## config.mk

```make
export PLATFORM = sky130hd
export DESIGN_NAME = tms_out_skid
export DESIGN_NICKNAME = d
export VERILOG_FILES = /design/src/hw/rtl/tms_pkg.sv /design/src/hw/rtl/tms_out_skid.sv
export SDC_FILE = /design/constraint.sdc
export NUM_CORES = 1
export LEC_CHECK = 0
export BUFFER_PORTS_ARGS = -buffer_cell sky130_fd_sc_hd__buf_4
export CORE_MARGIN = 5
export CORE_UTILIZATION = 54
export DETAILED_ROUTE_END_ITERATION = 12
export GPL_ROUTABILITY_DRIVEN = 0
export GPL_TIMING_DRIVEN = 0
export PLACE_DENSITY_LB_ADDON = 0.05
export SYNTH_ARGS = -nofsm -noshare
export SYNTH_HDL_FRONTEND = slang
export SYNTH_SLANG_ARGS = --single-unit
export TNS_END_PERCENT = 1
```

## constraint.sdc

```tcl
create_clock -name clk -period 10 [get_ports clk]
set_clock_uncertainty 0.2 [all_clocks]
set_input_delay 0 -clock clk [delete_from_list [all_inputs] [get_ports clk]]
set_output_delay 0 -clock clk [all_outputs]
set_load 0.005 [all_outputs]
```

## src/hw/rtl/tms_pkg.sv

```systemverilog
// Shared types and constants for the tone melody sequencer.
// Used by tms_note_ram, tms_out_skid and tone_melody_sequencer_unit.
`default_nettype none

package tms_pkg;

	localparam int TABLE_DEPTH = 128;
	localparam int TICK_WIDTH  = 16;
	localparam int PTR_W       = $clog2(TABLE_DEPTH);
	localparam int WAIT_W      = TICK_WIDTH + 1;
	localparam int FREQ_W      = 16;
	localparam int SONG_W      = 8;
	localparam int GAP_W       = 16;
	localparam int POS_W       = 7;
	localparam int WRAP_MAX    = (TABLE_DEPTH < 128) ? TABLE_DEPTH : 128;

	localparam logic [SONG_W-1:0] SONG_RESET = 8'd1;
	localparam logic [GAP_W-1:0]  GAP_RESET  = 16'd50;

	typedef struct packed {
		logic [FREQ_W-1:0]     freq;
		logic [TICK_WIDTH-1:0] dur;
		logic [TICK_WIDTH-1:0] len;
	} note_t;

	// Packed so that tone_on lands in bit 0 of the output word.
	typedef struct packed {
		logic [POS_W-1:0]  pos;
		logic [FREQ_W-1:0] freq;
		logic              tone_on;
	} result_t;

	typedef enum logic [2:0] {
		KIND_TICK  = 3'd0,
		KIND_PLAY  = 3'd1,
		KIND_PAUSE = 3'd2,
		KIND_STOP  = 3'd3,
		KIND_FF    = 3'd4,
		KIND_WRITE = 3'd5
	} kind_t;

	typedef enum logic [3:0] {
		MODE_STOP  = 4'b0001,
		MODE_PLAY  = 4'b0010,
		MODE_PAUSE = 4'b0100,
		MODE_FF    = 4'b1000
	} mode_t;

	typedef enum logic {
		CFG_SONG_LENGTH = 1'b0,
		CFG_NOTE_GAP    = 1'b1
	} cfg_idx_t;

endpackage

`default_nettype wire

```

## src/hw/rtl/tms_out_skid.sv

```systemverilog
// Two-entry output buffer: output register plus skid register.
// Depends on tms_pkg for the result word.
`default_nettype none

module tms_out_skid (
	input  wire logic             clk,
	input  wire logic             arst_n,
	input  wire logic             in_valid,
	output logic                  in_ready,
	input  wire tms_pkg::result_t in_data,
	output logic                  out_valid,
	input  wire logic             out_ready,
	output tms_pkg::result_t      out_data
);

	tms_pkg::result_t out_q;
	tms_pkg::result_t skid_q;
	logic             out_v_q;
	logic             skid_v_q;
	logic             in_fire;
	logic             drain;

	assign in_ready  = !skid_v_q;
	assign in_fire   = in_valid && in_ready;
	assign drain     = out_ready || !out_v_q;
	assign out_valid = out_v_q;
	assign out_data  = out_q;

	always_ff @(posedge clk or negedge arst_n) begin
		if (!arst_n) begin
			out_v_q  <= 1'b0;
			skid_v_q <= 1'b0;
		end else if (drain) begin
			if (skid_v_q) begin
				out_v_q  <= 1'b1;
				skid_v_q <= 1'b0;
			end else begin
				out_v_q <= in_fire;
			end
		end else if (in_fire) begin
			skid_v_q <= 1'b1;
		end
	end

	always_ff @(posedge clk) begin
		if (drain) begin
			out_q <= skid_v_q ? skid_q : in_data;
		end else if (in_fire) begin
			skid_q <= in_data;
		end
	end

endmodule

`default_nettype wire

```

==> impl_metrics.yaml <==
worst_setup_path:
  crit_type: "flip-flop to flip-flop"
  endpoint_kind: "flip-flop"
  crit_top_cell: "buf_6"
  cpMaxStageDelayCell: "nor3b_2"
  cp_cell_sequence: "nand2b_1 > nor3b_2 > buf_6 > buf_6"
  slowest_delay_ps: 740
  cp.required_ps: 9880
  crit_path_start_kind: "flip-flop"
  worstPathMaxFanout: 27
  reg2reg_depth: 4
  cp.arrival_ps: 2560
synth:
  netlist.area_leader.share_pct: 75.8
  synth_fp_nets: 111
  ys_warn_count: 0
  postSynth.asyncResetShare_pct: 4.00
  syn_area_um2: 1900
  synthDistinctLibCells: 12
  synth_common_cells: "edfxtp_1 (48), mux2_4 (17), mux2_2 (7)"
  synth-edff-count: 48
  yosysSeqAreaShare_pct: 78.5
  post-synth-top-area-cell: "edfxtp_1"
  synthTopCellsByArea: "edfxtp_1 (76%), mux2_4 (13%), mux2_2 (4.1%)"
  synth-seq-cells: 50
  yosysMostFrequentCell: "edfxtp_1"
  synth.avg_cell_area_um2: 22.9
  ys.flop_type: "edfxtp_1"
  syn_inst: 83
global_routing:
  grt_overflow_total: 0
  use_met1_pct: 17.8
  grt_use_total_pct: 15.3
  grtUsageMet3_pct: 7.68
  grt_max_degree: 28
  grt_pass1_vias: 1117
  globalRoute.busiestLayer: "met2"
  groute.layer.met2.usage_pct: 24.7
  grt_pass1_wl_um: 5600
  antenna_found_initial: 0
detailed_routing:
  wl_per_cell_um: 14.8
  route.vias.total: 1029
  ant_nets: 0
  drc: 0
  vias_per_cell: 4.70
  dr.pass1.iters: 4
  wirelength_um: 3230
  drt_iter0_markers: 74
status:
  status: "completed"
clock_tree:
  cts_root_buffer: "clkbuf_4"
  post_cts.repair.setup_buffers: 0
  cts_hold_buffers: 27
  insertion_delay_ps: 360
  cts_tree: "yes"
  cts_buffer_depth: 2
  cts.clk_slew.worst_paths_ps: 130
  numCtsBuffers: 5
  cts.sinks: 50
  htreeDepth: 2
  cts_resized: 0
sta:
  relSlewSlack_pct: 16.0
  finalSetupViolations: 0
  period_needed_ps: 2670
  rsz0062_at_grt: "false"
  hold_viol: 0
  fmax_mhz: 374
  slew_violations: 0
  worst_slew_pin_slew_ps: 1260
  finalCritPeriodShare_pct: 26.7
  setup_tns_ps: 0
run:
  cap_viol_max_count: 0
power_and_ir_drop:
  finalPower_mw: 0.398
  pwr_density_cell_nw_per_um2: 147
  leakagePower_nw: 1.08
  peakVddDrop_mv: 0.130
min_path:
  min_delay_path_depth: 2
  hold_path.class: "primary input to flip-flop"
floorplan:
  die_w_um: 69.3
  ios: 54
  coreArea_um2: 3360
  rows: 21
  initial_core_util_pct: 56.5
  die_h_um: 69.3
  dieArea_um2: 4810
finish:
  final_nets: 200
  post_route_cells_drive_above_1_share_pct: 52.0
  areaGrowthSynthToFinish_pct: 42.3
  n_antenna_cell: 0
placed_design:
  hpwl_um: 2110
  portBuffers: 53
## critical path: cells and delay by family (launching register included)
family,cells,cell delay (ps)
and+or+nand+nor,2,1390
buffers and inverters,2,410
DFF,1,380
## per-layer routing
metal,share of wire [%],wire (µm)
met5,0,0
met4,1.1,35
met3,9.0,291
met2,49,1580
met1,41,1320
## cell usage in the layout (no fill, tap or decap)
master / instances
buf_12: 1
buf_4: 53
buf_6: 3
buf_8: 1
clkbuf_1: 1
clkbuf_4: 5
clkinv_2: 2
dfrtp_1: 2
dlygate4sd3_1: 27
edfxtp_1: 48
inv_1: 1
mux2_2: 7
mux2_4: 17
nand2_1: 1
nand2b_1: 1
nor2_1: 2
nor3b_2: 1
## per-stage QoR
stage                     hold slack [ps]  instances  setup slack, ps  utilization [%]  cell area, µm²
after global routing                  133        219             7100             80.4            2710
after detailed placement             -416        184             7270             70.9            2380
after floorplan                      -496         83             6540                -            1900
final                                 158        219             7330             80.4            2710
after global placement               -418        182             5440             70.1            2360
after CTS                             131        219             7260             80.4            2710
## logic make-up (layout without fill, tap and decap cells)
kind of cell,after synthesis,after routing,share of synthesized area [%]
buffers and inverters,4,94,2.63
and+or+nand+nor,5,5,1.32
DFF,50,50,78.5
muxes,24,24,17.6
## final timing paths
kind                       slack [ps]           end         from
min in group asynchronous         290      skid_v_q       arst_n
min reg2reg                       360  out_data[20]   skid_q[20]
max                              7330    skid_q[17]    out_valid
max in group asynchronous        9190     out_valid       arst_n
min                               160    skid_q[22]  in_data[22]
max reg2reg                      7330    skid_q[17]    out_valid
## sequential cells by signal, indices dropped and copies added (netlist names)
signal and count:
out_data 24, skid_q 24, out_valid 1, skid_v_q 1
## final cells by class
cell class,instances,area [µm²]
multi-input cells,29,364
clock inverters,2,10.0
clock buffers,6,41.3
flip-flops and latches,50,1490
plain buffers,3,46.3
well taps,46,57.6
inverters,1,3.75
repair buffers,82,691
fillers,203,658
## where the power goes
part | switching [mW] | internal, mW | total [mW]
logic | 0.0218 | 0.0404 | 0.0621
clock network | 0.0576 | 0.0269 | 0.0845
registers | 0.00387 | 0.247 | 0.251
Note: power is estimated with default switching activity, not from simulation.
